==> src/design/des_pkg.sv <==
`timescale 1ns / 1ps
`default_nettype none

package des_pkg;

    localparam int DEPTH_DEF       = 64;
    localparam int ENTRY_WIDTH_DEF = 32;
    localparam int REQ_W           = 4;
    localparam int DATA_W          = 32;
    localparam int STATUS_W        = 2;
    localparam int TOTAL_W         = 7;

    typedef enum logic [REQ_W-1:0] {
        REQ_PUSH_DOWN = 4'd0,
        REQ_PUSH_TOP  = 4'd1,
        REQ_POP_DOWN  = 4'd2,
        REQ_POP_TOP   = 4'd3,
        REQ_PEEK_DOWN = 4'd4,
        REQ_PEEK_TOP  = 4'd5,
        REQ_WALK_DOWN = 4'd6,
        REQ_WALK_TOP  = 4'd7,
        REQ_CLEAR     = 4'd8
    } t_req;

    typedef enum logic [STATUS_W-1:0] {
        ST_OK    = 2'd0,
        ST_FULL  = 2'd1,
        ST_EMPTY = 2'd2
    } t_status;

    typedef enum logic [1:0] {
        S_IDLE,
        S_EXEC,
        S_READ,
        S_WALK
    } t_state;

    typedef enum logic [1:0] {
        RD_DOWN_HEAD,
        RD_TOP_HEAD,
        RD_WALK
    } t_rd_sel;

    // controller to datapath
    typedef struct packed {
        logic    capture;
        logic    push_down;
        logic    push_top;
        logic    pop_down;
        logic    pop_top;
        logic    clear;
        logic    rd_en;
        t_rd_sel rd_sel;
        logic    walk_start;
        logic    walk_top;
        logic    walk_step;
        logic    emit;
        t_status emit_status;
        logic    emit_data;
        logic    emit_last;
    } t_dp_cmd;

    // datapath to controller
    typedef struct packed {
        t_req req;
        logic down_empty;
        logic top_empty;
        logic full;
        logic walk_last;
    } t_dp_stat;

endpackage

`default_nettype wire

==> src/design/des_ctrl.sv <==
`timescale 1ns / 1ps
`default_nettype none

module des_ctrl (
    input  wire logic              i_clk,
    input  wire logic              i_rst_n,
    input  wire logic              start,
    output logic                   busy,
    input  wire des_pkg::t_dp_stat i_stat,
    output des_pkg::t_dp_cmd       o_cmd
);
    import des_pkg::*;

    t_state r_state;
    t_state n_state;

    always_ff @(posedge i_clk) begin
        if (!i_rst_n) begin
            r_state <= S_IDLE;
        end else begin
            r_state <= n_state;
        end
    end

    always_comb begin
        n_state = r_state;
        o_cmd   = '0;
        o_cmd.rd_sel      = RD_WALK;
        o_cmd.emit_status = ST_OK;
        busy    = (r_state != S_IDLE);

        unique case (r_state)
            S_IDLE: begin
                if (start) begin
                    o_cmd.capture = 1'b1;
                    n_state       = S_EXEC;
                end
            end
            S_EXEC: begin
                n_state        = S_IDLE;
                o_cmd.emit     = 1'b1;
                o_cmd.emit_last = 1'b1;
                unique case (i_stat.req)
                    REQ_PUSH_DOWN, REQ_PUSH_TOP: begin
                        if (i_stat.full) begin
                            o_cmd.emit_status = ST_FULL;
                        end else begin
                            o_cmd.push_down = (i_stat.req == REQ_PUSH_DOWN);
                            o_cmd.push_top  = (i_stat.req == REQ_PUSH_TOP);
                        end
                    end
                    REQ_POP_DOWN, REQ_PEEK_DOWN: begin
                        if (i_stat.down_empty) begin
                            o_cmd.emit_status = ST_EMPTY;
                        end else begin
                            o_cmd.emit   = 1'b0;
                            o_cmd.rd_en  = 1'b1;
                            o_cmd.rd_sel = RD_DOWN_HEAD;
                            n_state      = S_READ;
                        end
                    end
                    REQ_POP_TOP, REQ_PEEK_TOP: begin
                        if (i_stat.top_empty) begin
                            o_cmd.emit_status = ST_EMPTY;
                        end else begin
                            o_cmd.emit   = 1'b0;
                            o_cmd.rd_en  = 1'b1;
                            o_cmd.rd_sel = RD_TOP_HEAD;
                            n_state      = S_READ;
                        end
                    end
                    REQ_WALK_DOWN: begin
                        if (i_stat.down_empty) begin
                            o_cmd.emit_status = ST_EMPTY;
                        end else begin
                            o_cmd.emit       = 1'b0;
                            o_cmd.rd_en      = 1'b1;
                            o_cmd.rd_sel     = RD_DOWN_HEAD;
                            o_cmd.walk_start = 1'b1;
                            n_state          = S_WALK;
                        end
                    end
                    REQ_WALK_TOP: begin
                        if (i_stat.top_empty) begin
                            o_cmd.emit_status = ST_EMPTY;
                        end else begin
                            o_cmd.emit       = 1'b0;
                            o_cmd.rd_en      = 1'b1;
                            o_cmd.rd_sel     = RD_TOP_HEAD;
                            o_cmd.walk_start = 1'b1;
                            o_cmd.walk_top   = 1'b1;
                            n_state          = S_WALK;
                        end
                    end
                    REQ_CLEAR: begin
                        o_cmd.clear = 1'b1;
                    end
                    default: begin
                        // unused codes give a plain ok result
                    end
                endcase
            end
            S_READ: begin
                o_cmd.emit      = 1'b1;
                o_cmd.emit_data = 1'b1;
                o_cmd.emit_last = 1'b1;
                o_cmd.pop_down  = (i_stat.req == REQ_POP_DOWN);
                o_cmd.pop_top   = (i_stat.req == REQ_POP_TOP);
                n_state         = S_IDLE;
            end
            S_WALK: begin
                o_cmd.emit      = 1'b1;
                o_cmd.emit_data = 1'b1;
                o_cmd.emit_last = i_stat.walk_last;
                if (i_stat.walk_last) begin
                    n_state = S_IDLE;
                end else begin
                    // fetch the next entry while this one goes out
                    o_cmd.rd_en     = 1'b1;
                    o_cmd.rd_sel    = RD_WALK;
                    o_cmd.walk_step = 1'b1;
                end
            end
            default: begin
                n_state = S_IDLE;
            end
        endcase
    end

endmodule

`default_nettype wire

==> src/design/des_dpath.sv <==
`timescale 1ns / 1ps
`default_nettype none

module des_dpath #(
    parameter int DEPTH       = des_pkg::DEPTH_DEF,
    parameter int ENTRY_WIDTH = des_pkg::ENTRY_WIDTH_DEF
) (
    input  wire logic                          i_clk,
    input  wire logic                          i_rst_n,
    input  wire logic [des_pkg::REQ_W-1:0]     i_req_type,
    input  wire logic [des_pkg::DATA_W-1:0]    i_data_in,
    input  wire des_pkg::t_dp_cmd              i_cmd,
    output des_pkg::t_dp_stat                  o_stat,
    output logic                               o_valid,
    output logic [des_pkg::DATA_W-1:0]         o_data_out,
    output logic [des_pkg::STATUS_W-1:0]       o_status,
    output logic [des_pkg::TOTAL_W-1:0]        o_total_count,
    output logic                               o_last_result
);
    import des_pkg::*;

    localparam int AW = $clog2(DEPTH);
    localparam int CW = $clog2(DEPTH + 1);

    logic [ENTRY_WIDTH-1:0] r_mem [DEPTH];

    t_req                   r_req;
    logic [DATA_W-1:0]      r_data;
    logic [CW-1:0]          r_down_cnt;
    logic [CW-1:0]          r_top_cnt;
    logic [AW-1:0]          r_ptr;
    logic                   r_walk_top;
    logic [CW-1:0]          r_remain;
    logic [ENTRY_WIDTH-1:0] r_rd_data;
    logic                   r_valid;
    logic [DATA_W-1:0]      r_data_out;
    t_status                r_status;
    logic                   r_last;

    logic [CW-1:0]          w_total;
    logic [AW-1:0]          w_down_head;
    logic [AW-1:0]          w_top_head;
    logic [AW-1:0]          w_wr_addr;
    logic [AW-1:0]          w_rd_addr;
    logic [CW-1:0]          w_top_head_c;
    logic [CW-1:0]          w_top_free_c;
    logic [CW-1:0]          w_down_head_c;

    assign w_total       = r_down_cnt + r_top_cnt;
    assign w_down_head_c = r_down_cnt - CW'(1);
    assign w_top_head_c  = CW'(DEPTH) - r_top_cnt;
    assign w_top_free_c  = CW'(DEPTH - 1) - r_top_cnt;
    assign w_down_head   = w_down_head_c[AW-1:0];
    assign w_top_head    = w_top_head_c[AW-1:0];
    assign w_wr_addr     = i_cmd.push_down ? r_down_cnt[AW-1:0] : w_top_free_c[AW-1:0];

    always_comb begin
        unique case (i_cmd.rd_sel)
            RD_DOWN_HEAD: w_rd_addr = w_down_head;
            RD_TOP_HEAD:  w_rd_addr = w_top_head;
            default:      w_rd_addr = r_ptr;
        endcase
    end

    // request capture
    always_ff @(posedge i_clk) begin
        if (i_cmd.capture) begin
            r_req  <= t_req'(i_req_type);
            r_data <= i_data_in;
        end
    end

    // store: one write port, one registered read port
    always_ff @(posedge i_clk) begin
        if (i_cmd.push_down || i_cmd.push_top) begin
            r_mem[w_wr_addr] <= ENTRY_WIDTH'(r_data);
        end
        if (i_cmd.rd_en) begin
            r_rd_data <= r_mem[w_rd_addr];
        end
    end

    always_ff @(posedge i_clk) begin
        if (!i_rst_n) begin
            r_down_cnt <= '0;
            r_top_cnt  <= '0;
        end else if (i_cmd.clear) begin
            r_down_cnt <= '0;
            r_top_cnt  <= '0;
        end else begin
            if (i_cmd.push_down) begin
                r_down_cnt <= r_down_cnt + CW'(1);
            end else if (i_cmd.pop_down) begin
                r_down_cnt <= r_down_cnt - CW'(1);
            end
            if (i_cmd.push_top) begin
                r_top_cnt <= r_top_cnt + CW'(1);
            end else if (i_cmd.pop_top) begin
                r_top_cnt <= r_top_cnt - CW'(1);
            end
        end
    end

    // walk pointer runs from the head towards the bottom of the chosen stack
    always_ff @(posedge i_clk) begin
        if (i_cmd.walk_start) begin
            r_walk_top <= i_cmd.walk_top;
            if (i_cmd.walk_top) begin
                r_ptr    <= w_top_head + AW'(1);
                r_remain <= r_top_cnt;
            end else begin
                r_ptr    <= w_down_head - AW'(1);
                r_remain <= r_down_cnt;
            end
        end else if (i_cmd.walk_step) begin
            r_ptr    <= r_walk_top ? r_ptr + AW'(1) : r_ptr - AW'(1);
            r_remain <= r_remain - CW'(1);
        end
    end

    always_ff @(posedge i_clk) begin
        if (!i_rst_n) begin
            r_valid <= 1'b0;
        end else begin
            r_valid <= i_cmd.emit;
        end
    end

    always_ff @(posedge i_clk) begin
        if (i_cmd.emit) begin
            r_data_out <= i_cmd.emit_data ? DATA_W'(r_rd_data) : '0;
            r_status   <= i_cmd.emit_status;
            r_last     <= i_cmd.emit_last;
        end
    end

    assign o_stat.req        = r_req;
    assign o_stat.down_empty = (r_down_cnt == '0);
    assign o_stat.top_empty  = (r_top_cnt == '0);
    assign o_stat.full       = (w_total >= CW'(DEPTH));
    assign o_stat.walk_last  = (r_remain == CW'(1));

    assign o_valid       = r_valid;
    assign o_data_out    = r_data_out;
    assign o_status      = r_status;
    assign o_total_count = TOTAL_W'(w_total);
    assign o_last_result = r_last;

endmodule

`default_nettype wire

==> src/design/double_ended_stack_engine.sv <==
`timescale 1ns / 1ps
`default_nettype none
// push, clear, ignored codes and error results: strobe registered from the execute state after the transfer
// pop and peek: one store read in the execute state, then the strobe registered from the read state
// walk of n entries: n strobes on consecutive cycles from the walk state, one store read each
// busy is low again in the cycle of the last strobe; results cannot be stalled
// synchronous active-low reset empties both stacks; store contents are not cleared

module double_ended_stack_engine #(
    parameter int DEPTH       = des_pkg::DEPTH_DEF,
    parameter int ENTRY_WIDTH = des_pkg::ENTRY_WIDTH_DEF
) (
    input  wire logic                          i_clk,
    input  wire logic                          i_rst_n,
    input  wire logic                          start,
    output logic                               busy,
    input  wire logic [des_pkg::REQ_W-1:0]     i_req_type,
    input  wire logic [des_pkg::DATA_W-1:0]    i_data_in,
    output logic                               o_valid,
    output logic [des_pkg::DATA_W-1:0]         o_data_out,
    output logic [des_pkg::STATUS_W-1:0]       o_status,
    output logic [des_pkg::TOTAL_W-1:0]        o_total_count,
    output logic                               o_last_result
);
    import des_pkg::*;

    t_dp_cmd  w_cmd;
    t_dp_stat w_stat;

    des_ctrl u_ctrl (
        .i_clk   (i_clk),
        .i_rst_n (i_rst_n),
        .start   (start),
        .busy    (busy),
        .i_stat  (w_stat),
        .o_cmd   (w_cmd)
    );

    des_dpath #(
        .DEPTH       (DEPTH),
        .ENTRY_WIDTH (ENTRY_WIDTH)
    ) u_dpath (
        .i_clk         (i_clk),
        .i_rst_n       (i_rst_n),
        .i_req_type    (i_req_type),
        .i_data_in     (i_data_in),
        .i_cmd         (w_cmd),
        .o_stat        (w_stat),
        .o_valid       (o_valid),
        .o_data_out    (o_data_out),
        .o_status      (o_status),
        .o_total_count (o_total_count),
        .o_last_result (o_last_result)
    );

endmodule

`default_nettype wire
==> config.mk <==
export PLATFORM = sky130hd
export DESIGN_NAME = double_ended_stack_engine
export DESIGN_NICKNAME = d
export VERILOG_FILES = /design/src/design/des_pkg.sv /design/src/design/des_ctrl.sv /design/src/design/des_dpath.sv /design/src/design/double_ended_stack_engine.sv
export SDC_FILE = /design/constraint.sdc
export NUM_CORES = 2
export LEC_CHECK = 0
export BUFFER_PORTS_ARGS = -buffer_cell sky130_fd_sc_hd__buf_4
export CORE_UTILIZATION = 40
export CTS_CLUSTER_SIZE = 30
export DETAILED_ROUTE_END_ITERATION = 16
export PLACE_DENSITY = 0.55
export SLEW_MARGIN = 0
export SYNTH_ARGS = -nofsm -noshare
export SYNTH_HDL_FRONTEND = slang
export SYNTH_SLANG_ARGS = --single-unit
==> constraint.sdc <==
create_clock -name i_clk -period 6.13 [get_ports i_clk]
set_clock_uncertainty 0.05 [all_clocks]
set_input_delay 1.226 -clock i_clk [delete_from_list [all_inputs] [get_ports i_clk]]
set_output_delay 1.226 -clock i_clk [all_outputs]
set_load 0.05 [all_outputs]
Word level (Yosys, flattened, before mapping). Memory sizes are Yosys's and may differ from the RTL's. A register that Yosys moved wholly into a read port is not among the register bits. Cells that the tools add are included.

Output and inout bits: 44. RAM bits: 2048. Bits of input ports: 39. Memories kept: 1. Bits in registers: 102.

Bitwise logic cells: 1. Reduce and logical (&&, ||, !) cells: 19. Multiplexer cells: 53. Equality and inequality tests: 15. Add/sub/neg operators: 12. Magnitude comparators: 1.

Memories: u_dpath.r_mem (depth 64, bits a word 32, read ports 1, clocked after Yosys merged registers in 1, write ports 1, line des_dpath.sv:25) `logic [ENTRY_WIDTH-1:0] r_mem [DEPTH];`.

Operators with widths (count): two-way mux 7 bit (7); two-way mux 6 bit (5); two-way mux 2 bit (13); subtractor 7 x 1 -> 7 bit (second input constant) (3); equality test 4 x 3 -> 1 bit (second input constant) (4); case mux 2 bit (4 select lines) (2); adder 7 x 1 -> 7 bit (second input constant) (2); logical NOT 7 bit (2); two-way mux 1 bit (13); adder 6 x 1 -> 6 bit (second input constant) (2); case mux 3 bit (4 select lines) (1); case mux 6 bit (2 select lines) (1); OR reduction 2 bit (6); subtractor 6 x 1 -> 6 bit (second input constant) (2); two-way mux 3 bit (3); equality test 4 x 2 -> 1 bit (second input constant) (2); case mux 1 bit (2 select lines) (4); nonzero test 2 bit (4); adder 7 bit (1); equality test 7 x 1 -> 1 bit (second input constant) (1); >= comparator 7 bit (second input constant) (1); case mux 2 bit (3 select lines) (1); case mux 3 bit (2 select lines) (1); OR reduction 3 bit (2); 15 further kinds (18).

Depth between registers and ports, before layout.
Depth after elaboration: 8. Depth in mapped cells: 19. Depth with buffers taken out: 19.

Hierarchy. Synthesis repeated with hierarchy kept, for this count alone.

Cell total of the unflattened synthesis: 4708. Area total of the unflattened synthesis: 85062.8 um^2.

By module, submodules not included: des_dpath (seq. area each 65312.6 um^2, instances 1, cells each 4656, area each 84682.5 um^2); des_ctrl (seq. area each 40.0 um^2, instances 1, cells each 52, area each 380.4 um^2).

Worst setup path before layout. OpenSTA, ideal clock, no wires.

Kind: reg2reg. From: register u_dpath.r_top_cnt[0]. To: memory u_dpath.r_mem[42][0] (netlist bit) (enable). Period minus slack after synthesis: 7151 ps. Data required time: 5579 ps. Arrival: 6599 ps. Cell stages (with the launch flop): 13. Path buffers: 1. Slack: -1021 ps. Library setup time: 501 ps. Path through: dfxtp_1 -> ha_1 -> fa_1 -> a21o_1 -> a21oi_1 -> o21bai_1 -> a21oi_1 -> xnor2_1 -> nor3_1 -> clkbuf_1 -> mux2i_1 -> nand2_1 -> nor4_1.

Cells in the longest elaborated chain, start to end: 8. Elaborated cells between the ends (all ways): 10. Those cells by class: add/sub (2); order compare (1); mux (6); reduce/logical (1).

Ends and longest elaborated chain: start, declared (line des_dpath.sv:30) `logic [CW-1:0] r_top_cnt;`; start signal, assigned (line des_dpath.sv:97) `r_top_cnt <= r_top_cnt + CW'(1);`; start signal, assigned (line des_dpath.sv:99) `r_top_cnt <= r_top_cnt - CW'(1);`; adder 7 bit (*) (line des_dpath.sv:49) `assign w_total = r_down_cnt + r_top_cnt;`; net o_total_count, one bit (line double_ended_stack_engine.sv:22) `output logic [des_pkg::TOTAL_W-1:0] o_total_count,`; >= comparator 7 bit (*) (line des_dpath.sv:140) `assign o_stat.full = (w_total >= CW'(DEPTH));`; two-way mux 2 bit (*) (line des_ctrl.sv:45) `if (i_stat.full) begin`; two-way mux 2 bit (*) (line des_ctrl.sv:43) `unique case (i_stat.req)`; two-way mux 2 bit (*) (line des_ctrl.sv:32) `unique case (r_state)`; logical OR 1 bit (line des_dpath.sv:75) `if (i_cmd.push_down || i_cmd.push_top) begin`; two-way mux 1 bit (line des_dpath.sv:75); two-way mux 1 bit (not written as such) (line des_dpath.sv:76) `r_mem[w_wr_addr] <= ENTRY_WIDTH'(r_data);`; end, declared (line des_dpath.sv:25).

The timed path passes the listed nets; every way through them passes the cells marked *.

Worst setup path after layout.
From: register u_dpath.r_top_cnt[0]. To: register u_dpath.r_rd_data[17], read port of u_dpath.r_mem (data pin).

Cells in the longest elaborated chain, start to end: 6. Elaborated cells between the ends (all ways): 9. Those cells by class: add/sub (1); eq/ne (1); mux (5); reduce/logical (2).

Ends and longest elaborated chain: logical NOT 7 bit (line des_dpath.sv:139) `assign o_stat.top_empty = (r_top_cnt == '0);`; two-way mux 5 bit / two-way mux 3 bit (equally long branches) (line des_ctrl.sv:84, des_ctrl.sv:63); case mux 3 bit (4 select lines) (line des_ctrl.sv:43); case mux 3 bit (2 select lines) (line des_ctrl.sv:32); equality test 2 x 1 -> 1 bit / logical NOT 2 bit (equally long branches) (line des_dpath.sv:58) `unique case (i_cmd.rd_sel)`; case mux 6 bit (2 select lines) (line des_dpath.sv:58); end, declared (line des_dpath.sv:34) `logic [ENTRY_WIDTH-1:0] r_rd_data;`.

Parallel ways exist; a longest one is shown, timed or not. A chain may end at the register's enable or synchronous reset.

==> metrics.txt <==
peak supply drop=256.2 uV; Hold WC Path Type=in -> reg; Hold Vio Cnt, Final=0; syn avg cell area=13.63 um2; register bit total from synthesis=2182; period utilization=85.96%; worst-margin pin slew=around 1.2 ns; WL final=around 260 mm; Placed Cells=roughly 9k; Mapped Nets=about 6.5k; Slew Limit Headroom=20.17%; Yosys top cell by area=edfxtp_1; H-tree lvl count=4; RSZ-0062 raised after global routing=false; cells along the critical path=inv_1 -> ha_1 -> or4b_4 -> nor4b_4 -> or3_1 -> o21a_4 -> buf_12 -> nand3_1 -> a21oi_1 -> o22ai_1 -> or4_1; largest net degree at the start of global routing=139; Post-synth EDFFs=around 2.2k; vias in the first global route=slightly above 50k; register clock-pin slew on the reported worst setup and hold paths=0.06 ns; commonest cells in the netlist=edfxtp_1 (2165), nand2_1 (1738), nand3_1 (925); Chip Height=468.3 um; Worst path max stage delay=0.75 ns; I/O Pins=83; Vias per Instance=5.670; DR pass1 iterations=6; Power Total=0.03099 W; GRT Total Usage=23.61%; Final Non-Filler Cells=9582; Yosys Warn Count=0; row count=170; CTS Hold Bufs=0; worst skew pair latency=0.88 ns; first-pass GRT wire length=375.4 mm; NumNets Final=6604; top cells by area, synth=edfxtp_1 (75%), nand2_1 (7.5%), nand3_1 (5.3%), mux2i_1 (2.6%), buf_2 (0.92%); CTS root buf=clkbuf_16; Final WS setup=0.8609 ns; CTS tree=yes; layout cells sized above 1=11.46%; Arr. time, crit path=5.82 ns; IO buf count=82; register area share after synthesis=about 75%; PostCTS Resize Cnt=0; pre-CTS setup slack=0.7985 ns; pins over their slew limit=0; antenna violations before repair=9; clock sink total=between 2k and 2.5k; die area=219300 um2; Post-CTS Setup Inserts=0; Syn Inst Count=6382; leakage=33.71 nW; DIE WIDTH=468.3 um; crit start category=flop; area of the multi-input gates=20470 um2; synthesis-to-layout area growth=14.72%; via count=54.33k; RePlAce Congestion=between 0.8 and 0.9; Worst path slowest cell=o21a_4; ys flop type=edfxtp_1; status=completed; most frequent cell after synthesis=edfxtp_1; fin crit period=between 5 and 6 ns; initial DRC count=6528; Buf/Inv on CP=2; setup violators final=0; Crit path required time=~6.7 ns; synthesized cell area=86960 um2; Worst path top cell family by delay=simple AND/OR/NAND/NOR gates; critical path class=reg -> reg; # DRC=0; maxcap violations=0; clk buf depth=3; Synth top area share=74.76%; CTS Buf Count=222; Async SR Flop Fraction=0%; achievable frequency=189.8 MHz; Yosys cell types=72; ANT nets after route=0; PwrDens=just over 300 nW/um2; gr ovfl total=0; crit-path max FO=60; core area=215300 um2; dpl hpwl=142.6 mm; Seq. cell area=roughly 65000 um2; filler instances=18.88k; Starting Density=40.40%; wire per inst=27.15 um; crit end category=flop; Final Util=roughly 46%
## registers in the layout, summed over array words and instances (netlist names)
| signal | cells |
|---|---|
| u_dpath.r_mem | 2048 |
| u_dpath.o_data_out | 32 |
| u_dpath.r_data | 32 |
| u_dpath.r_rd_data | 32 |
| u_dpath.r_down_cnt | 7 |
| u_dpath.r_remain | 7 |
| u_dpath.r_top_cnt | 7 |
| u_dpath.r_ptr | 6 |
| u_dpath.r_req | 4 |
| u_ctrl.r_state | 2 |
| u_dpath.o_status | 2 |
| u_dpath.o_last_result | 1 |
| u_dpath.o_valid | 1 |
| u_dpath.r_walk_top | 1 |
## cell type report
cell class | instances | share of cell area (%)
Multi-Input combinational cell | 3774 | 20.52
Tap cell | 2838 | 3.559
Inverter | 26 | 0.09783
Sequential cell | 2182 | 65.51
Clock buffer | 267 | 5.738
Antenna cell | 14 | 0.03512
Clock inverter | 152 | 1.486
Timing Repair Buffer | 329 | 3.053
## metal layers
| metal | up-vias | routed length (um) | global-route usage, % |
|---|---|---|---|
| li1 | 24030 | - | - |
| met1 | 27820 | 111800 | 33.49 |
| met2 | 2132 | 123800 | 38.06 |
| met3 | 356 | 17270 | 2.936 |
| met4 | 2 | 7223 | 6.910 |
| met5 | - | 12 | 0 |
## power by group
part / total, W / internal (W) / switching, W
registers: 0.0165 / 0.0165 / 0.0000203
logic: 0.00110 / 0.000245 / 0.000855
clock network: 0.0134 / 0.00743 / 0.00593
total: 0.0310 / 0.0242 / 0.00680
## layout by cell type (no fill, tap or decap), types with 20 or more instances in the layout
master     instances
inv_1             25
buf_12            46
clkbuf_16        222
nand2_1         1737
edfxtp_1        2165
a22oi_1           20
ha_1              27
buf_4            283
xnor2_1           32
clkbuf_1          45
nand3_1          925
clkinv_1          57
a32oi_1           45
clkinv_2          53
nand4_1           62
o22ai_1           20
o2111ai_1         64
a31oi_1          120
mux2i_1          223
or4_1             25
and3_1            22
nor2b_1           36
nor3_1            20
nor3_4            24
a21oi_1          100
nor2_1            43
## metrics by stage
step	hold slack [ns]	area, um2	TNS (ns)
after floorplan	0.4591	87140	-465.83
after global placement	0.4817	92520	0
after detailed placement	0.4869	92520	0
after CTS	0.4047	99730	0
after global routing	0.4344	99760	0
final	0.4688	99760	0
## worst paths after layout
check | from | to | slack, ns | cells after the start
worst max register to register | u_dpath.r_top_cnt[0]$_SDFFE_PP0P_ | u_dpath.r_rd_data[17]$_DFFE_PP_ | 0.86 | 11
worst max-delay path | u_dpath.r_top_cnt[0]$_SDFFE_PP0P_ | u_dpath.r_rd_data[17]$_DFFE_PP_ | 0.86 | 11
worst min-delay path | i_data_in[11] | u_dpath.r_data[11]$_DFFE_PP_ | 0.47 | 1
worst min register to register | u_dpath.r_rd_data[30]$_DFFE_PP_ | u_dpath.o_data_out[30]$_SDFFCE_PP0P_ | 0.50 | 1
## cells by family (layout without fill, tap and decap cells)
family,Yosys count,in the layout,share of synthesized area (%)
xor+xnor,41,41,0.4129
mux,231,231,2.683
flops,2182,2182,75.15
fa+ha+maj,30,30,0.4575
simple gates,2985,2985,15.02
buf+inv,426,774,2.339
other cells,0,14,0
compound gates,487,487,3.934
## worst register-to-register path, stage by stage, from the launching register on
cell and delay (ns):
dfxtp_1 0.31, inv_1 0.17, ha_1 0.24, or4b_4 0.52, nor4b_4 0.51, or3_1 0.54
o21a_4 0.75, buf_12 0.41, nand3_1 0.16, a21oi_1 0.29, o22ai_1 0.44, or4_1 0.65
Note: power is estimated with default switching activity, not from simulation.
